`src/tprm_pkg.sv`:
```
// Package for the touchpad report to mouse report converter.
// Holds widths, register indexes, button and wheel codes and shared structs.
// No dependencies.
package tprm_pkg;

  localparam int COORD_WIDTH_DEF = 12;
  localparam int QUEUE_DEPTH_DEF = 2;
  localparam int REG_W = 12;
  localparam int DATA_W = 32;
  localparam int ADDR_W = 5;
  localparam int STATUS_W = 8;
  localparam int COUNT_W = 8;
  localparam int DELTA_W = 13;
  localparam int WHEEL_W = 2;

  localparam logic [COUNT_W-1:0] MAX_POINTS = 8'd5;
  localparam logic [1:0] VALID_BITS = 2'b11;
  localparam logic [STATUS_W-1:0] BUTTON_ON = 8'd1;

  localparam logic [REG_W-1:0] MOVE_LIMIT_RST = 12'd400;
  localparam logic [REG_W-1:0] BUTTON_ZONE_TOP_RST = 12'd776;
  localparam logic [REG_W-1:0] X_LIMIT_RST = 12'd1500;
  localparam logic [REG_W-1:0] X_SPLIT_RST = 12'd750;
  localparam logic [REG_W-1:0] SCROLL_GAP_RST = 12'd80;

  localparam logic [1:0] HOLD_NONE = 2'b00;
  localparam logic [1:0] HOLD_LEFT = 2'b01;
  localparam logic [1:0] HOLD_RIGHT = 2'b10;

  localparam logic [WHEEL_W-1:0] WHEEL_NONE = 2'b00;
  localparam logic [WHEEL_W-1:0] WHEEL_UP = 2'b01;
  localparam logic [WHEEL_W-1:0] WHEEL_DOWN = 2'b11;

  typedef enum logic [2:0] {
    REG_MOVE_LIMIT = 3'd0,
    REG_BUTTON_ZONE_TOP = 3'd1,
    REG_X_LIMIT = 3'd2,
    REG_X_SPLIT = 3'd3,
    REG_SCROLL_GAP = 3'd4
  } reg_index_t;

  typedef struct packed {
    logic [REG_W-1:0] move_limit;
    logic [REG_W-1:0] button_zone_top;
    logic [REG_W-1:0] x_limit;
    logic [REG_W-1:0] x_split;
    logic [REG_W-1:0] scroll_gap;
  } cfg_t;

  typedef struct packed {
    logic       contact;
    logic       btn_hit;
    logic [1:0] btn_code;
    logic       scroll_cand;
    logic       no_report;
    logic       mot_valid;
    logic       mot_cur;
    logic       mot_in_zone;
  } ctrl_t;

endpackage

```
`src/tprm_front.sv`:
```
// Front end: accepts touch reports and classifies them into queue entries.
// Depends on tprm_pkg; feeds tprm_queue.
module tprm_front
  import tprm_pkg::*;
#(
  parameter int COORD_WIDTH = COORD_WIDTH_DEF
) (
  input  logic                   in_valid,
  output logic                   in_stall,
  input  logic [STATUS_W-1:0]    status_a,
  input  logic [COORD_WIDTH-1:0] point_a_x,
  input  logic [COORD_WIDTH-1:0] point_a_y,
  input  logic [STATUS_W-1:0]    status_b,
  input  logic [COORD_WIDTH-1:0] point_b_x,
  input  logic [COORD_WIDTH-1:0] point_b_y,
  input  logic [COUNT_W-1:0]     point_count,
  input  logic [STATUS_W-1:0]    button_state,
  input  cfg_t                   cfg,
  input  logic                   q_full,
  output logic                   push,
  output ctrl_t                  ctrl,
  output logic [COORD_WIDTH-1:0] mot_x,
  output logic [COORD_WIDTH-1:0] mot_y,
  output logic [COORD_WIDTH-1:0] a_y
);

  localparam int CMP_W = (COORD_WIDTH > REG_W) ? COORD_WIDTH : REG_W;

  logic                   a_zone;
  logic                   b_zone;
  logic                   two_plus;
  logic [COORD_WIDTH-1:0] btn_x;
  logic [COORD_WIDTH-1:0] gap;

  assign in_stall = q_full;
  assign push = in_valid && !q_full && (point_count <= MAX_POINTS);

  assign a_zone = CMP_W'(point_a_y) > CMP_W'(cfg.button_zone_top);
  assign b_zone = CMP_W'(point_b_y) > CMP_W'(cfg.button_zone_top);
  assign two_plus = point_count >= COUNT_W'(2);
  assign btn_x = a_zone ? point_a_x : point_b_x;
  assign gap = (point_a_y >= point_b_y) ? (point_a_y - point_b_y) : (point_b_y - point_a_y);

  always_comb begin
    ctrl.contact = (status_a[1:0] == VALID_BITS) && (point_count != '0);
    ctrl.btn_hit = a_zone || (two_plus && b_zone);
    if ((button_state == BUTTON_ON) && (CMP_W'(btn_x) <= CMP_W'(cfg.x_limit))) begin
      ctrl.btn_code = (CMP_W'(btn_x) < CMP_W'(cfg.x_split)) ? HOLD_LEFT : HOLD_RIGHT;
    end else begin
      ctrl.btn_code = HOLD_NONE;
    end
    ctrl.scroll_cand = (point_count == COUNT_W'(2)) &&
                       (CMP_W'(gap) < CMP_W'(cfg.scroll_gap));
    ctrl.no_report = !a_zone && !b_zone && two_plus;
    ctrl.mot_cur = a_zone && (point_count != COUNT_W'(1));
    ctrl.mot_valid = ctrl.mot_cur ? (status_b[1:0] == VALID_BITS)
                                  : (status_a[1:0] == VALID_BITS);
    ctrl.mot_in_zone = ctrl.mot_cur ? b_zone : a_zone;
  end

  assign mot_x = ctrl.mot_cur ? point_b_x : point_a_x;
  assign mot_y = ctrl.mot_cur ? point_b_y : point_a_y;
  assign a_y = point_a_y;

endmodule

```
`src/tprm_queue.sv`:
```
// Short FIFO between the classifying front end and the executing back end.
// Depends on tprm_pkg for its default depth.
module tprm_queue
  import tprm_pkg::*;
#(
  parameter int WIDTH = 8,
  parameter int DEPTH = QUEUE_DEPTH_DEF
) (
  input  logic             clk,
  input  logic             rst,
  input  logic             push,
  input  logic [WIDTH-1:0] wdata,
  output logic             full,
  input  logic             pop,
  output logic             rd_valid,
  output logic [WIDTH-1:0] rdata
);

  localparam int PTR_W = (DEPTH > 1) ? $clog2(DEPTH) : 1;
  localparam int CNT_W = $clog2(DEPTH + 1);

  logic [WIDTH-1:0] mem [DEPTH];
  logic [PTR_W-1:0] wr_ptr;
  logic [PTR_W-1:0] rd_ptr;
  logic [CNT_W-1:0] count;

  assign full = (count == CNT_W'(DEPTH));
  assign rd_valid = (count != '0);
  assign rdata = mem[rd_ptr];

  always_ff @(posedge clk) begin
    if (push) begin
      mem[wr_ptr] <= wdata;
    end
  end

  always_ff @(posedge clk) begin
    if (rst) begin
      wr_ptr <= '0;
      rd_ptr <= '0;
      count <= '0;
    end else begin
      if (push) begin
        wr_ptr <= (wr_ptr == PTR_W'(DEPTH - 1)) ? '0 : wr_ptr + PTR_W'(1);
      end
      if (pop) begin
        rd_ptr <= (rd_ptr == PTR_W'(DEPTH - 1)) ? '0 : rd_ptr + PTR_W'(1);
      end
      if (push && !pop) begin
        count <= count + CNT_W'(1);
      end else if (pop && !push) begin
        count <= count - CNT_W'(1);
      end
    end
  end

  a_count_bound: assert property (@(posedge clk) disable iff (rst)
    count <= CNT_W'(DEPTH)) else $error("queue count exceeds depth");

endmodule

```
`src/tprm_back.sv`:
```
// Back end: holds positions, flags and buttons and builds the mouse report.
// Depends on tprm_pkg; takes entries from tprm_queue.
module tprm_back
  import tprm_pkg::*;
#(
  parameter int COORD_WIDTH = COORD_WIDTH_DEF
) (
  input  logic                       clk,
  input  logic                       rst,
  input  cfg_t                       cfg,
  input  logic                       q_valid,
  input  ctrl_t                      ctrl,
  input  logic [COORD_WIDTH-1:0]     mot_x,
  input  logic [COORD_WIDTH-1:0]     mot_y,
  input  logic [COORD_WIDTH-1:0]     a_y,
  output logic                       pop,
  output logic                       out_valid,
  input  logic                       out_stall,
  output logic signed [DELTA_W-1:0]  delta_x,
  output logic signed [DELTA_W-1:0]  delta_y,
  output logic                       left_pressed,
  output logic                       right_pressed,
  output logic signed [WHEEL_W-1:0]  wheel_step
);

  localparam int CMP_W = (COORD_WIDTH > REG_W) ? COORD_WIDTH : REG_W;
  localparam int SW = CMP_W + 2;

  logic [COORD_WIDTH-1:0] last_x [2];
  logic [COORD_WIDTH-1:0] last_y [2];
  logic                   motion_restart;
  logic                   wheel_armed;
  logic [1:0]             held_buttons;

  logic [1:0]             held_next;
  logic signed [SW-1:0]   limit;
  logic signed [SW-1:0]   w;
  logic signed [SW-1:0]   mx;
  logic signed [SW-1:0]   my;
  logic                   w_ok;
  logic                   mx_ok;
  logic                   my_ok;
  logic                   scroll_take;
  logic                   emit;
  logic                   take_motion;
  logic                   store_pos;
  logic signed [DELTA_W-1:0] dx;
  logic signed [DELTA_W-1:0] dy;
  logic [WHEEL_W-1:0]     wheel;

  assign pop = q_valid && (!out_valid || !out_stall);

  assign limit = SW'(cfg.move_limit);
  assign w = SW'(a_y) - SW'(last_y[0]);
  assign mx = SW'(mot_x) - SW'(last_x[ctrl.mot_cur]);
  assign my = SW'(mot_y) - SW'(last_y[ctrl.mot_cur]);
  assign w_ok = (w <= limit) && (w >= -limit);
  assign mx_ok = (mx <= limit) && (mx >= -limit);
  assign my_ok = (my <= limit) && (my >= -limit);

  always_comb begin
    held_next = (ctrl.contact && ctrl.btn_hit) ? ctrl.btn_code : held_buttons;
    scroll_take = ctrl.contact && ctrl.scroll_cand && wheel_armed && w_ok;
    emit = !(ctrl.contact && !scroll_take && ctrl.no_report);
    store_pos = ctrl.contact && !scroll_take && !ctrl.no_report && ctrl.mot_valid;
    take_motion = store_pos && !motion_restart && !ctrl.mot_in_zone;
    dx = (take_motion && mx_ok) ? mx[DELTA_W-1:0] : '0;
    dy = (take_motion && my_ok) ? my[DELTA_W-1:0] : '0;
    if (!scroll_take || (w == '0)) begin
      wheel = WHEEL_NONE;
    end else if (!w[SW-1]) begin
      wheel = WHEEL_UP;
    end else begin
      wheel = WHEEL_DOWN;
    end
  end

  always_ff @(posedge clk) begin
    if (rst) begin
      last_x[0] <= '0;
      last_x[1] <= '0;
      last_y[0] <= '0;
      last_y[1] <= '0;
      motion_restart <= 1'b0;
      wheel_armed <= 1'b0;
      held_buttons <= HOLD_NONE;
      out_valid <= 1'b0;
    end else begin
      if (pop) begin
        out_valid <= emit;
        held_buttons <= held_next;
        if (!ctrl.contact) begin
          motion_restart <= 1'b1;
        end else if (scroll_take) begin
          last_y[0] <= a_y;
          wheel_armed <= 1'b0;
        end else begin
          wheel_armed <= 1'b1;
          if (store_pos) begin
            last_x[ctrl.mot_cur] <= mot_x;
            last_y[ctrl.mot_cur] <= mot_y;
            motion_restart <= 1'b0;
          end
        end
      end else if (!out_stall) begin
        out_valid <= 1'b0;
      end
    end
  end

  always_ff @(posedge clk) begin
    if (pop && emit) begin
      delta_x <= dx;
      delta_y <= dy;
      left_pressed <= held_next[0];
      right_pressed <= held_next[1];
      wheel_step <= wheel;
    end
  end

  a_wheel_no_motion: assert property (@(posedge clk) disable iff (rst)
    (out_valid && (wheel_step != WHEEL_NONE)) |-> (delta_x == '0) && (delta_y == '0))
    else $error("scroll report carries motion");

  a_scroll_disarms: assert property (@(posedge clk) disable iff (rst)
    (pop && scroll_take) |=> !wheel_armed)
    else $error("wheel stays armed after a scroll step");

  a_one_button: assert property (@(posedge clk) disable iff (rst)
    $onehot0(held_buttons))
    else $error("both buttons held at once");

endmodule

```
`src/touchpad_report_to_mouse_top.sv`:
```
// Top level of the touchpad report to mouse report converter.
// Holds the configuration registers; instantiates tprm_front, tprm_queue, tprm_back.
// Depends on tprm_pkg.
//
//   Channel  Direction  Handshake                    Beat
//   in       input      in_valid / in_stall          one two-point touch report
//   out      output     out_valid / out_stall        one mouse report
//   cfg      input      psel/penable/pwrite/pready   one register write or read
//
// One report is accepted per cycle while the queue is not full; its result is registered
// in the queue and then in tprm_back. The queue holds up to QUEUE_DEPTH entries, so the
// input keeps flowing for that many beats while out is stalled behind a waiting result.
// The registered loop on the stored positions and flags in tprm_back sets the rate.
// Reset is synchronous and active high; it restores register defaults and control state.
// Reports with a point count above five are accepted and dropped without a result.
module touchpad_report_to_mouse_top
  import tprm_pkg::*;
#(
  parameter int COORD_WIDTH = COORD_WIDTH_DEF,
  parameter int QUEUE_DEPTH = QUEUE_DEPTH_DEF
) (
  input  logic                       clk,
  input  logic                       rst,
  input  logic                       psel,
  input  logic                       penable,
  input  logic                       pwrite,
  input  logic [ADDR_W-1:0]          paddr,
  input  logic [DATA_W-1:0]          pwdata,
  output logic [DATA_W-1:0]          prdata,
  output logic                       pready,
  input  logic                       in_valid,
  output logic                       in_stall,
  input  logic [STATUS_W-1:0]        status_a,
  input  logic [COORD_WIDTH-1:0]     point_a_x,
  input  logic [COORD_WIDTH-1:0]     point_a_y,
  input  logic [STATUS_W-1:0]        status_b,
  input  logic [COORD_WIDTH-1:0]     point_b_x,
  input  logic [COORD_WIDTH-1:0]     point_b_y,
  input  logic [COUNT_W-1:0]         point_count,
  input  logic [STATUS_W-1:0]        button_state,
  output logic                       out_valid,
  input  logic                       out_stall,
  output logic signed [DELTA_W-1:0]  delta_x,
  output logic signed [DELTA_W-1:0]  delta_y,
  output logic                       left_pressed,
  output logic                       right_pressed,
  output logic signed [WHEEL_W-1:0]  wheel_step
);

  localparam int Q_W = $bits(ctrl_t) + 3 * COORD_WIDTH;

  cfg_t                   cfg;
  logic                   cfg_we;
  reg_index_t             reg_idx;

  logic                   q_full;
  logic                   q_push;
  logic                   q_pop;
  logic                   q_valid;
  logic [Q_W-1:0]         q_wdata;
  logic [Q_W-1:0]         q_rdata;

  ctrl_t                  f_ctrl;
  logic [COORD_WIDTH-1:0] f_mot_x;
  logic [COORD_WIDTH-1:0] f_mot_y;
  logic [COORD_WIDTH-1:0] f_a_y;
  ctrl_t                  b_ctrl;
  logic [COORD_WIDTH-1:0] b_mot_x;
  logic [COORD_WIDTH-1:0] b_mot_y;
  logic [COORD_WIDTH-1:0] b_a_y;

  assign pready = 1'b1;
  assign cfg_we = psel && penable && pwrite && pready;
  assign reg_idx = reg_index_t'(paddr[ADDR_W-1:2]);

  always_ff @(posedge clk) begin
    if (rst) begin
      cfg.move_limit <= MOVE_LIMIT_RST;
      cfg.button_zone_top <= BUTTON_ZONE_TOP_RST;
      cfg.x_limit <= X_LIMIT_RST;
      cfg.x_split <= X_SPLIT_RST;
      cfg.scroll_gap <= SCROLL_GAP_RST;
    end else if (cfg_we) begin
      unique case (reg_idx)
        REG_MOVE_LIMIT: cfg.move_limit <= pwdata[REG_W-1:0];
        REG_BUTTON_ZONE_TOP: cfg.button_zone_top <= pwdata[REG_W-1:0];
        REG_X_LIMIT: cfg.x_limit <= pwdata[REG_W-1:0];
        REG_X_SPLIT: cfg.x_split <= pwdata[REG_W-1:0];
        REG_SCROLL_GAP: cfg.scroll_gap <= pwdata[REG_W-1:0];
        default: ;
      endcase
    end
  end

  always_comb begin
    unique case (reg_idx)
      REG_MOVE_LIMIT: prdata = DATA_W'(cfg.move_limit);
      REG_BUTTON_ZONE_TOP: prdata = DATA_W'(cfg.button_zone_top);
      REG_X_LIMIT: prdata = DATA_W'(cfg.x_limit);
      REG_X_SPLIT: prdata = DATA_W'(cfg.x_split);
      REG_SCROLL_GAP: prdata = DATA_W'(cfg.scroll_gap);
      default: prdata = '0;
    endcase
  end

  tprm_front #(
    .COORD_WIDTH(COORD_WIDTH)
  ) u_front (
    .in_valid(in_valid),
    .in_stall(in_stall),
    .status_a(status_a),
    .point_a_x(point_a_x),
    .point_a_y(point_a_y),
    .status_b(status_b),
    .point_b_x(point_b_x),
    .point_b_y(point_b_y),
    .point_count(point_count),
    .button_state(button_state),
    .cfg(cfg),
    .q_full(q_full),
    .push(q_push),
    .ctrl(f_ctrl),
    .mot_x(f_mot_x),
    .mot_y(f_mot_y),
    .a_y(f_a_y)
  );

  assign q_wdata = {f_ctrl, f_mot_x, f_mot_y, f_a_y};

  tprm_queue #(
    .WIDTH(Q_W),
    .DEPTH(QUEUE_DEPTH)
  ) u_queue (
    .clk(clk),
    .rst(rst),
    .push(q_push),
    .wdata(q_wdata),
    .full(q_full),
    .pop(q_pop),
    .rd_valid(q_valid),
    .rdata(q_rdata)
  );

  assign {b_ctrl, b_mot_x, b_mot_y, b_a_y} = q_rdata;

  tprm_back #(
    .COORD_WIDTH(COORD_WIDTH)
  ) u_back (
    .clk(clk),
    .rst(rst),
    .cfg(cfg),
    .q_valid(q_valid),
    .ctrl(b_ctrl),
    .mot_x(b_mot_x),
    .mot_y(b_mot_y),
    .a_y(b_a_y),
    .pop(q_pop),
    .out_valid(out_valid),
    .out_stall(out_stall),
    .delta_x(delta_x),
    .delta_y(delta_y),
    .left_pressed(left_pressed),
    .right_pressed(right_pressed),
    .wheel_step(wheel_step)
  );

endmodule
```
`config.mk`:
```
export PLATFORM = sky130hd
export DESIGN_NAME = touchpad_report_to_mouse_top
export DESIGN_NICKNAME = d
export VERILOG_FILES = /design/src/tprm_pkg.sv /design/src/tprm_front.sv /design/src/tprm_queue.sv /design/src/tprm_back.sv /design/src/touchpad_report_to_mouse_top.sv
export SDC_FILE = /design/constraint.sdc
export NUM_CORES = 1
export LEC_CHECK = 0
export BUFFER_PORTS_ARGS = -buffer_cell sky130_fd_sc_hd__clkbuf_2
export CAP_MARGIN = 25
export CORE_ASPECT_RATIO = 0.6
export CORE_UTILIZATION = 55
export CTS_BUF_LIST = sky130_fd_sc_hd__clkbuf_4
export DETAILED_ROUTE_END_ITERATION = 16
export PLACE_DENSITY = 0.76
export SYNTH_ARGS = -nofsm -noshare
export SYNTH_HDL_FRONTEND = slang
export SYNTH_SLANG_ARGS = --single-unit
```
`constraint.sdc`:
```
create_clock -name clk -period 12.8 [get_ports clk]
set_clock_uncertainty 0.1 [all_clocks]
set_input_delay 1.28 -clock clk [delete_from_list [all_inputs] [get_ports clk]]
set_output_delay 1.28 -clock clk [all_outputs]
set_load 0.02 [all_outputs]
```
# Yosys cells after proc, flatten, opt, wreduce, memory -nomap -nowiden
# Memories as Yosys holds them, arrays and structs flattened. A register that Yosys moved wholly into a read port is not among the register bits.
# Index checks and enable logic that the tools add are counted.
# Widths: inputs -> output; s select.
[classes]
eq_ne = 13
muxes = 45
n_reduce_logical = 59
bitwise_logic = 1
n_lt_le_gt_ge = 14
addsub = 10
[op_table]
columns = ["op", "count"]
rows = [
  ["$mux 12", 7],
  ["$pmux 12 s5", 1],
  ["$ge 14x14->1", 3],
  ["$le 14x13->1", 3],
  ["$sub 12x12->13", 3],
  ["$mux 1", 31],
  ["$logic_and 1x1->1", 30],
  ["$gt 12x12->1", 2],
  ["$lt 12x12->1", 2],
  ["$reduce_or 12->1", 2],
  ["$sub 12x12->12", 2],
  ["$logic_not 14->1", 1],
  ["$neg 12->14", 1],
  ["$ge 12x12->1", 1],
  ["$le 12x12->1", 1],
  ["$logic_not 1->1", 12],
  ["$mux 2", 6],
  ["$reduce_and 2->1", 6],
  ["$eq 8x1->1 const B", 1],
  ["$eq 8x2->1 const B", 1],
  ["$ge 8x2->1 const B", 1],
  ["$le 8x3->1 const B", 1],
  ["$ne 8x1->1 const B", 1],
  ["$reduce_bool 8->1", 1],
  ["14 further kinds", 22],
]
[word_totals]
mem_bits_rw = 138
register_bits = 99
memories = 3
out_inout_bits = 65
input_bits = 124
elab_cells = 162
[mem_list]
columns = ["name", "depth", "width", "read_ports", "rd_clocked_by_memory_dff", "wr", "line", "text"]
rows = [
  ["u_queue.mem", 2, 45, 1, 1, 1, "tprm_queue.sv:22", "logic [WIDTH-1:0] mem [DEPTH];"],
  ["u_back.last_x", 2, 12, 1, 0, 2, "tprm_back.sv:29", "logic [COORD_WIDTH-1:0] last_x [2];"],
  ["u_back.last_y", 2, 12, 2, 0, 2, "tprm_back.sv:30", "logic [COORD_WIDTH-1:0] last_y [2];"],
]

# Depth between registers and ports, before layout
# Gate-level depths: netlist (run 1).
# An unclocked memory read counts as a cell.
[depth]
depth_word = 17
ltp_mapped = 22
mapped_depth_nobuf = 20

# Modules after synthesis
# Synthesis (run 1) repeated with hierarchy kept, for this count alone.
[unflattened]
hier_cells = 1608
area_unflattened_um2 = 16955.0
[modules_own_cells]
columns = ["mod", "cells_per_inst", "n_inst", "seq_area_each_um2", "area_per_inst_um2"]
rows = [
  ["tprm_back", 712, 1, 2442.3, 7345.8],
  ["tprm_queue", 162, 1, 2802.7, 3469.6],
  ["touchpad_report_to_mouse_top", 318, 1, 1201.2, 3074.2],
  ["tprm_front", 416, 1, 0.0, 3065.4],
]

# Worst setup path before layout (run 1)
# No wires, ideal clock.
[synth_timing]
path_kind = "reg-to-reg"
from = "register (tool-made name)"
to = "memory u_back.last_y[0][0] (netlist name), enable pin"
setup_time_ps = 398
n_path_buf = 3
required_ps = 12302
arrival_ps = 5185
setup_slack_ps = 7117
path_stages_with_launch = 20
synth_period_minus_slack_ps = 5683
path_cell_list = "dfxtp_1 -> clkbuf_1 -> clkbuf_1 -> mux2i_1 -> ha_1 -> inv_1 -> fa_1 -> a211oi_2 -> nor2_1 -> o31ai_1 -> xnor2_1 -> ha_1 -> o21ai_0 -> o21bai_1 -> a21o_1 -> a221oi_1 -> o311a_1 -> buf_6 -> a21oi_1 -> o21ai_0"
[synth_lines]
columns = ["element", "line"]
rows = [
  ["end: declaration", "tprm_back.sv:30"],
]

==> out/summary.md, run 1 <==
Once routing completed, OpenROAD measured the worst setup slack at 6.70 ns. Data on the critical path arrives at its endpoint at 6.56 ns. Wires add up to 43,200 um. The post-layout net count was 2,104; the final instance count without filler cells was 2,198. After the first detailed-routing iteration, the DRC count stood at 1,207. The multiplexer fraction of the synthesized cell area works out to 0.0794. Summed over all nets, wire length on met3 after detailed routing comes to 4200 um. The post-synthesis compound-gate area fraction was 0.149; the layout overhead on the synthesized area was 11.6%. The flow ran to the end, and the final reports show no timing, DRC or antenna violations. The remaining number of nets flagged by the antenna check after routing is 0, and the routed length on met1 is 20,000 um.

The worst setup path is captured at a flop. The prevailing post-synth register cell was edfxtp_1. Counting every sink on the clock net gives 238. Sorting the synthesized cells by area gives the leading types as edfxtp_1 (31%), ha_1 (15%), dfxtp_1 (8.7%). For the final number of max-transition violations, the log shows 0.

In this run the top signal layer used is met4. Dividing the detail-routed wire length by the instance count gives 19.7 um. The tools report the post-CTS resize count as 0. At the pin with the least slew margin, the transition time is 0.930 ns. The width of the chip is 222 um. The synthesized design spends more area on one cell type than any other, namely edfxtp_1. For the total negative setup slack, the log shows 0 ns. The initial core utilization was 0.570; the via count of the first global-routing pass was 12,300. The finished cells cover 17,900 um2. The cell sitting at the root of the clock tree is a clkbuf_4.

The first global-routing pass estimated 66,600 um of wire. The net switching share of the total power came out at 0.396. TritonCTS built the clock tree.

Sequential cell area fraction in the yosys report: 0.402. The average size of a mapped cell was 9.87 um2. The number of cell rows is 47.

The run gives 0 as the number of hold-repair buffers added at the cts stage. Number of antenna violations at the first check in global routing: 1. The logs give 33,300 um for the detailed-placement wirelength estimate and 0 for the max-cap violation count.

For the area enclosed by the die boundary, the log shows 29,800 um2. The proportion of netlist area held by the largest area contributor is 0.315. After floorplanning, the core was sized to cover 28,100 um2. The combinational family with the most area after synthesis was adder cells.

The analysis attributes to net switching a power of 0.00118 W. Entering global routing, the biggest net connects 51 pins. The tools report the placed cell count as 2,087. The type of the most critical hold path is flop to flop. Maximum clock frequency: 164 MHz.

The routed layout has 13,100 vias. The part of the power in registers was 0.309; the flip-flop and latch count after synthesis was 238. The area share of xor/xnor cells in the synthesized design was 0.0251. The run gives 7.78 nW as the static power due to leakage. Once placement finished, the instance area stood at 17,000 um2. Using the TritonRoute via totals, the vias-per-cell ratio works out to 5.96. The clock transition time at the flip-flop clock pins of the worst setup and hold paths came out at 0.07 ns. The final critical-path share of the clock period works out to 0.477.

The commonest cells after synthesis are ha_1 (194), edfxtp_1 (168), inv_1 (150). The total global routing track utilization is 0.289. The synthesized-area fraction occupied by adder cells was 0.158; the area share of and/or/nand/nor cells after synthesis was 0.127. Setup violations remaining at the end of the flow were counted as 0. For this run, design rule violations remaining after detail routing come to 0. Number of buffers inserted by port buffering: 133. The run gives 0.453 as the relative contribution of combinational cells to total power. The logs give 0.75 ns for the latest clock arrival within the worst-skew pair and 0.238 for the share of power burned in the clock network.

The layout cell share with drive strength beyond 1 was 0.169; the areal power density over the cells was 167 nW/um2. The total number of yosys warnings came out at 0. The setup path with the least slack is of type flop to flop. Wire segments on met2 add up to 18,100 um in the final route. The run gives 2 as the number of levels the H-tree was split into.

The die is 134 um tall. Setup repair after global routing left no endpoint under its margin. The longest clock path from root to sink contains 3 buffers.

The final estimated routing congestion in global placement is 0.942. The number of hold-slack violations in the final timing report was 0. After synthesis the cells add up to 16,000 um2. The global-route congestion overflow total is 0.

Across the VDD grid, the largest voltage drop is 97.2 uV. The number of buffers inserted to repair setup after CTS came out at 0. The number of top-level pins was 189. The number of enable-type register cells in the synthesized netlist was 168. Cell internal power was estimated by the tool at 0.00181 W. Data on the critical path is required at its endpoint by 13.26 ns. The relative slew slack is 0.376.

The worst setup path is launched from a flop. Of all nets on the critical path, the largest fanout is 48. Count of unique library cells instantiated by Yosys: 85.

Most frequently used cell type in the post-synthesis netlist: ha_1. Clock tree synthesis inserted a total of 57 buffers. OpenSTA, run right after detailed placement, puts the worst setup slack at 6.65 ns. The smallest clock period supported by the final layout is computed as 6.10 ns.

The share of flip-flops with an asynchronous set or reset was 0. The first TritonRoute pass finished after 7 iterations. Synthesis handed over a netlist of 1,624 instances.
-- routing by layer --
metal  up-vias  track usage
met2       568        0.431
met4         0       0.0785
met5         -            0
met3        75       0.0765
met1      6197        0.414
li1       6251            -
-- flip-flops by register name, indices dropped and copies added (netlist names), named ones only --
signal,flops
u_back.last_y,24
u_back.motion_restart,1
u_back.delta_y,13
u_queue.count,2
u_back.last_x,24
u_back.right_pressed,1
u_queue.rd_ptr,1
u_queue.mem,90
u_back.wheel_step,2
cfg,60
u_back.left_pressed,1
u_back.held_buttons,2
u_back.delta_x,13
u_back.out_valid,1
u_queue.wr_ptr,1
u_back.wheel_armed,1
-- cell usage in the layout (no fill, tap or decap), drive strengths merged, types with 24 or more instances in the layout --
cell type    n
clkbuf     218
ha         194
edfxtp     168
inv        151
nand2      136
nor2       122
a21oi       96
mux2i       81
dfxtp       70
o21ai       67
mux2        39
a21o        37
nand3       31
nor2b       30
nand4       29
o211ai      29
xor2        24
-- logic make-up after synthesis --
| logic type | Yosys count |
|---|---|
| AO/OA/AOI/OAI | 361 |
| XOR/XNOR | 46 |
| adder cells (fa/ha/maj) | 199 |
| buffers and inverters | 223 |
| flip-flops | 238 |
| multiplexers | 121 |
| other | 2 |
| AND/OR/NAND/NOR | 434 |
-- power by group through the flow --
stage          sequential [W]  clock (W)  combinational [W]
5_1_grt              0.000928   0.000762            0.00150
6_report             0.000923   0.000712            0.00136
3_3_place_gp         0.000941          0            0.00129
2_1_floorplan        0.000978          0           0.000923
3_5_place_dp         0.000941          0            0.00132
4_1_cts              0.000924   0.000723            0.00133
-- path summary, 6_finish.rpt --
check	from	to	slack [ns]	cells past startpoint
max	flop	u_back.delta_x[3]	6.70	20
min	u_back.held_buttons[1]	u_back.held_buttons[1]	0.36	2
max reg2reg	flop	u_back.delta_x[3]	6.70	20
min reg2reg	u_back.held_buttons[1]	u_back.held_buttons[1]	0.36	2
-- through the flow --
step / power, W / hold slack [ns] / util
final: 0.00299 / 0.362 / 0.636
after detailed placement: 0.00226 / 0.350 / 0.605
after CTS: 0.00298 / 0.360 / 0.635
after global routing: 0.00319 / 0.378 / 0.636
after floorplan: 0.00190 / 0.337 / -
after global placement: 0.00223 / 0.343 / 0.604
-- critical path, stage by stage (launching register included) --
cell and delay, ns:
dfxtp_2 0.31, buf_4 0.58, mux2i_4 0.77, buf_4 0.40
mux2_2 0.20, ha_1 0.17, inv_1 0.06, fa_1 0.42
a211oi_1 0.39, o21bai_1 0.12, a21oi_1 0.18, xor2_1 0.20
inv_1 0.13, ha_1 0.20, a21o_1 0.15, a21o_1 0.17
a21o_1 0.17, a21o_1 0.17, a221o_1 0.35, a211o_1 0.42
a211oi_1 0.29
-- layout make-up --
cell class,instances,area [um2]
fill,2338,10200
multi-input combinational,1182,8740
sequential,238,6450
timing repair buffer,150,813
clock buffer,85,638
inverter,152,571
tap,367,459
clock inverter,23,204
antenna,1,2.50
(Power assumes the default switching activity.)
==> run 2, diff against run 1 <==
ABC_AREA = 1   (was not set)
clock period = 5.72 ns   (was 12.8 ns; I/O delays follow)
==> out/summary.md, run 2 <==
Global-route congestion overflow total: 0 (unchanged). The tools report the latest clock arrival within the worst-skew pair as 0.74 ns (about the same). Leaving out fill and tap cells, the most frequent cell in the layout is nand2_1.

The layout cell share with drive strength beyond 1 was 0.160 (-0.00912). The average wire length per cell after detail routing is 18.0 um (-8.3%). The proportion of netlist area held by the largest area contributor was 0.305 (-0.00958); the mapped cell area was 16,500 um2 (+3.1%). Storage element area: 6450 um2 (about the same). The worst setup path is launched from a flop. The tree is rooted in a clkbuf_4. The largest driver fanout on the critical path is 18 (-63%). The floorplan core area came out at 29,100 um2 (+3.6%). The number of enable-type register cells in the synthesized netlist works out to 168 (unchanged). The number of buffers inserted by port buffering works out to 133 (unchanged). The transition time of the tightest slew-check pin was 0.842 ns (-0.0881 ns); the final critical-path share of the clock period was 0.922 (+0.445). The relative slew slack was 0.437 (+0.0612). The via count normalized by instance count was 5.60 (-6.0%). In this run the most critical hold path is launched from point_a_y[11].

The final wirelength is 46,300 um (+7.1%). The number of top-level pins is 189 (unchanged). The detailed-route DRC error count is 0 (unchanged).

The tools report the total number of yosys warnings as 0 (unchanged). The logs give 0 (unchanged) for the final setup violation count and 0.45 ns (-6.25 ns) for the flop-to-flop setup slack. The via count of the first global-routing pass was 13,500 (+9.8%).

The average size of a mapped cell came out at 8.41 um2 (-15%). The run gives 0 (unchanged) as the max-cap violation count. The run gives 5.49 ns (-1.07 ns) as the arrival time of data at the critical path endpoint. For the largest net degree at the start of global routing, the log shows 61 (+20%). The run gives 0.955 (+1.3%) as the final estimated routing congestion in global placement. Setup repair after global routing left no endpoint under its margin. The gate count after technology mapping came out at 1,964 (+21%). Number of antenna repair diodes: 0 (-1). The detailed-placement wirelength estimate was 35,800 um (+7.4%); the post-layout net count was 2,443 (+16%).

The register bank with the most flops was u_queue.mem. The top cell types in the final layout, fill and taps aside, are nand2_1 (346), inv_1 (283), ha_1 (194), o21ai_0 (170), edfxtp_1 (168). The area enclosed by the die boundary was 30,800 um2 (+3.1%). The layout overhead on the synthesized area is 10.6%. The total number of vias came out at 14,400 (+9.6%). The number of hold-slack violations in the final timing report was 0 (unchanged); the final number of max-transition violations was 0 (unchanged). The largest registers in the layout are u_queue.mem x90, cfg x60. The initial core utilization was 0.567 (-0.00266). The number of cells on the worst hold path is 1 (-1).

Yosys attributes the largest share of cell area to edfxtp_1 (31%), ha_1 (15%), dfxtp_1 (8.5%). Sorting the synthesized cells by how often they occur yields nand2_1 (347), inv_1 (283), ha_1 (194). The type of the most critical hold path is primary input to flop. The required time of the worst setup path was 5.94 ns (-7.32 ns). The number of DRC markers after the initial detailed-route iteration was 1,531 (+27%). By startpoint and endpoint, the worst setup path is classified as flop to flop. Width of the chip: 226 um (+1.5%). STA classifies the critical path endpoint as a flop. The share of flip-flops with an asynchronous set or reset was 0 (unchanged).

TritonCTS built the clock tree. The worst register-to-register path ends at u_back.last_y[0][7]. In the synthesized netlist the dominant register cell turns out to be edfxtp_1. The run finished with clean final reports. Number of flip-flops under the largest register name: 90 (unchanged). The maximum clock frequency was 190 MHz (+16%); the TritonCTS buffer count was 55 (-3.5%). The maximum count of clock buffers along a single path came out at 3 (unchanged). The number of cell rows was 48 (+2.1%). The run gives 6 (-1) as the number of detailed-routing iterations run before antenna repair. The most frequently used cell type in the post-synthesis netlist is nand2_1. The areal power density over the cells is 400 nW/um2 (+140%), and the end-of-flow core utilization is 0.628 (-0.00832). The static power due to leakage is 8.48 nW (+9.0%), and the clock transition time at the flip-flop clock pins of the worst setup and hold paths is 0.07 ns (about the same). Remaining number of nets flagged by the antenna check after routing: 0 (unchanged). The count of unique library cells instantiated by Yosys was 55 (-35%); the combined area of the multi-input logic cells was 8660 um2 (-0.99%). The final critical-path required period works out to 5.27 ns (-0.829 ns).

The number of levels the H-tree was split into was 2 (unchanged); the total global routing track utilization was 0.306 (+0.0164). The number of antenna violations at the first check in global routing was 0 (-1). For the global-route wire length before repair, the log shows 72,100 um (+8.3%). The flip-flop and latch count after synthesis came out at 238 (unchanged). The worst-case reg-to-reg path depth was 25 (+25%).

The synthesized design spends more area on one cell type than any other, namely edfxtp_1. The path with the worst hold slack has its endpoint at u_queue.mem[0][11]. The run gives 194 uV (+100%) as the worst supply voltage drop on vdd. The clock sink count is 238 (unchanged). The number of fill cells in the layout came out at 2,508 (+7.3%). Height of the chip: 136 um (+1.5%). The total negative setup slack is 0 ns (unchanged). The sequential cell area fraction in the yosys report was 0.390 (-0.0122).
-- run 2: report_power, final --
part	leakage, nW	internal, W	switching (W)
registers	2.17	0.00204	0.0000601
clock network	0.450	0.000770	0.000711
logic	5.87	0.00124	0.00249
-- run 2: cells by family after synthesis --
logic type | synth area share
AO/OA/AOI/OAI | 0.148
XOR/XNOR | 0.0270
adder cells (fa/ha/maj) | 0.153
buffers and inverters | 0.0915
flip-flops | 0.390
multiplexers | 0.00909
other | 0.000454
AND/OR/NAND/NOR | 0.181
-- run 2: per-layer routing --
metal | global-route usage | vias up | share of wire | routed length (um)
li1 | - | 6964 | - | -
met1 | 0.446 | 6738 | 0.46 | 21400
met2 | 0.465 | 608 | 0.43 | 19800
met3 | 0.0674 | 43 | 0.099 | 4590
met4 | 0.0590 | 0 | 0.011 | 522
met5 | 0 | - | 0 | 0
-- run 2: how the worst max path moves through the flow --
| stage | startpoint | end | slack (ns) | depth (start not counted) |
|---|---|---|---|---|
| 2_1_floorplan | flop | u_back.last_x[1][0] | 0.90 | 30 |
| 3_3_place_gp | flop | u_back.delta_y[12] | 0.76 | 23 |
| 3_5_place_dp | flop | u_back.delta_x[3] | 0.60 | 26 |
| 4_1_cts | flop | u_back.delta_y[12] | 0.53 | 22 |
| 5_1_grt | flop | u_back.delta_y[3] | 0.005 | 24 |
| 6_report | flop | u_back.last_y[0][7] | 0.45 | 25 |
-- run 2: worst max-delay path: stages (launching register included) --
cell and delay [ns]:
dfxtp_1 0.37, inv_2 0.16, or2_2 0.31, o21ai_0 0.15, inv_1 0.14, ha_1 0.29
nand3_1 0.07, nand2_1 0.13, inv_1 0.05, o21ai_0 0.34, nand2_1 0.15, nand2_1 0.10
xor2_1 0.39, ha_1 0.33, a21oi_1 0.16, nand2_1 0.10, a21oi_1 0.18, nand2_1 0.08
nand2_1 0.07, nand3_2 0.08, nand3_4 0.16, nand4_4 0.10, nor2_2 0.16, nor2_2 0.04
buf_4 0.18, nand2_1 0.44
-- run 2: per-stage QoR --
stage          instance area [um2]  power [W]  hold slack, ns  instances  setup slack (ns)
2_1_floorplan                16600    0.00480           0.326       1983             0.904
6_report                     18300    0.00731          0.0690       2565             0.449
3_3_place_gp                 17500    0.00564           0.334       2461             0.758
3_5_place_dp                 17500    0.00578           0.349       2462             0.601
4_1_cts                      18300    0.00727          0.0152       2565             0.528
5_1_grt                      18300    0.00787          0.0213       2565           0.00462
-- run 2: final cells by class --
class,count,area share
repair buffers,152,0.0446
inverters,293,0.0602
multi-input cells,1380,0.473
clock inverters,17,0.00698
well taps,400,0.0274
clock buffers,85,0.0349
flip-flops and latches,238,0.353
-- run 2: what timing repair did --
action / CTS / global route
hold buffers: 1 / 0
setup endpoints to repair: 0 / 5
endpoints found under the hold margin: 1 / 0
gates resized for setup: 0 / 1
setup buffers: 0 / 0
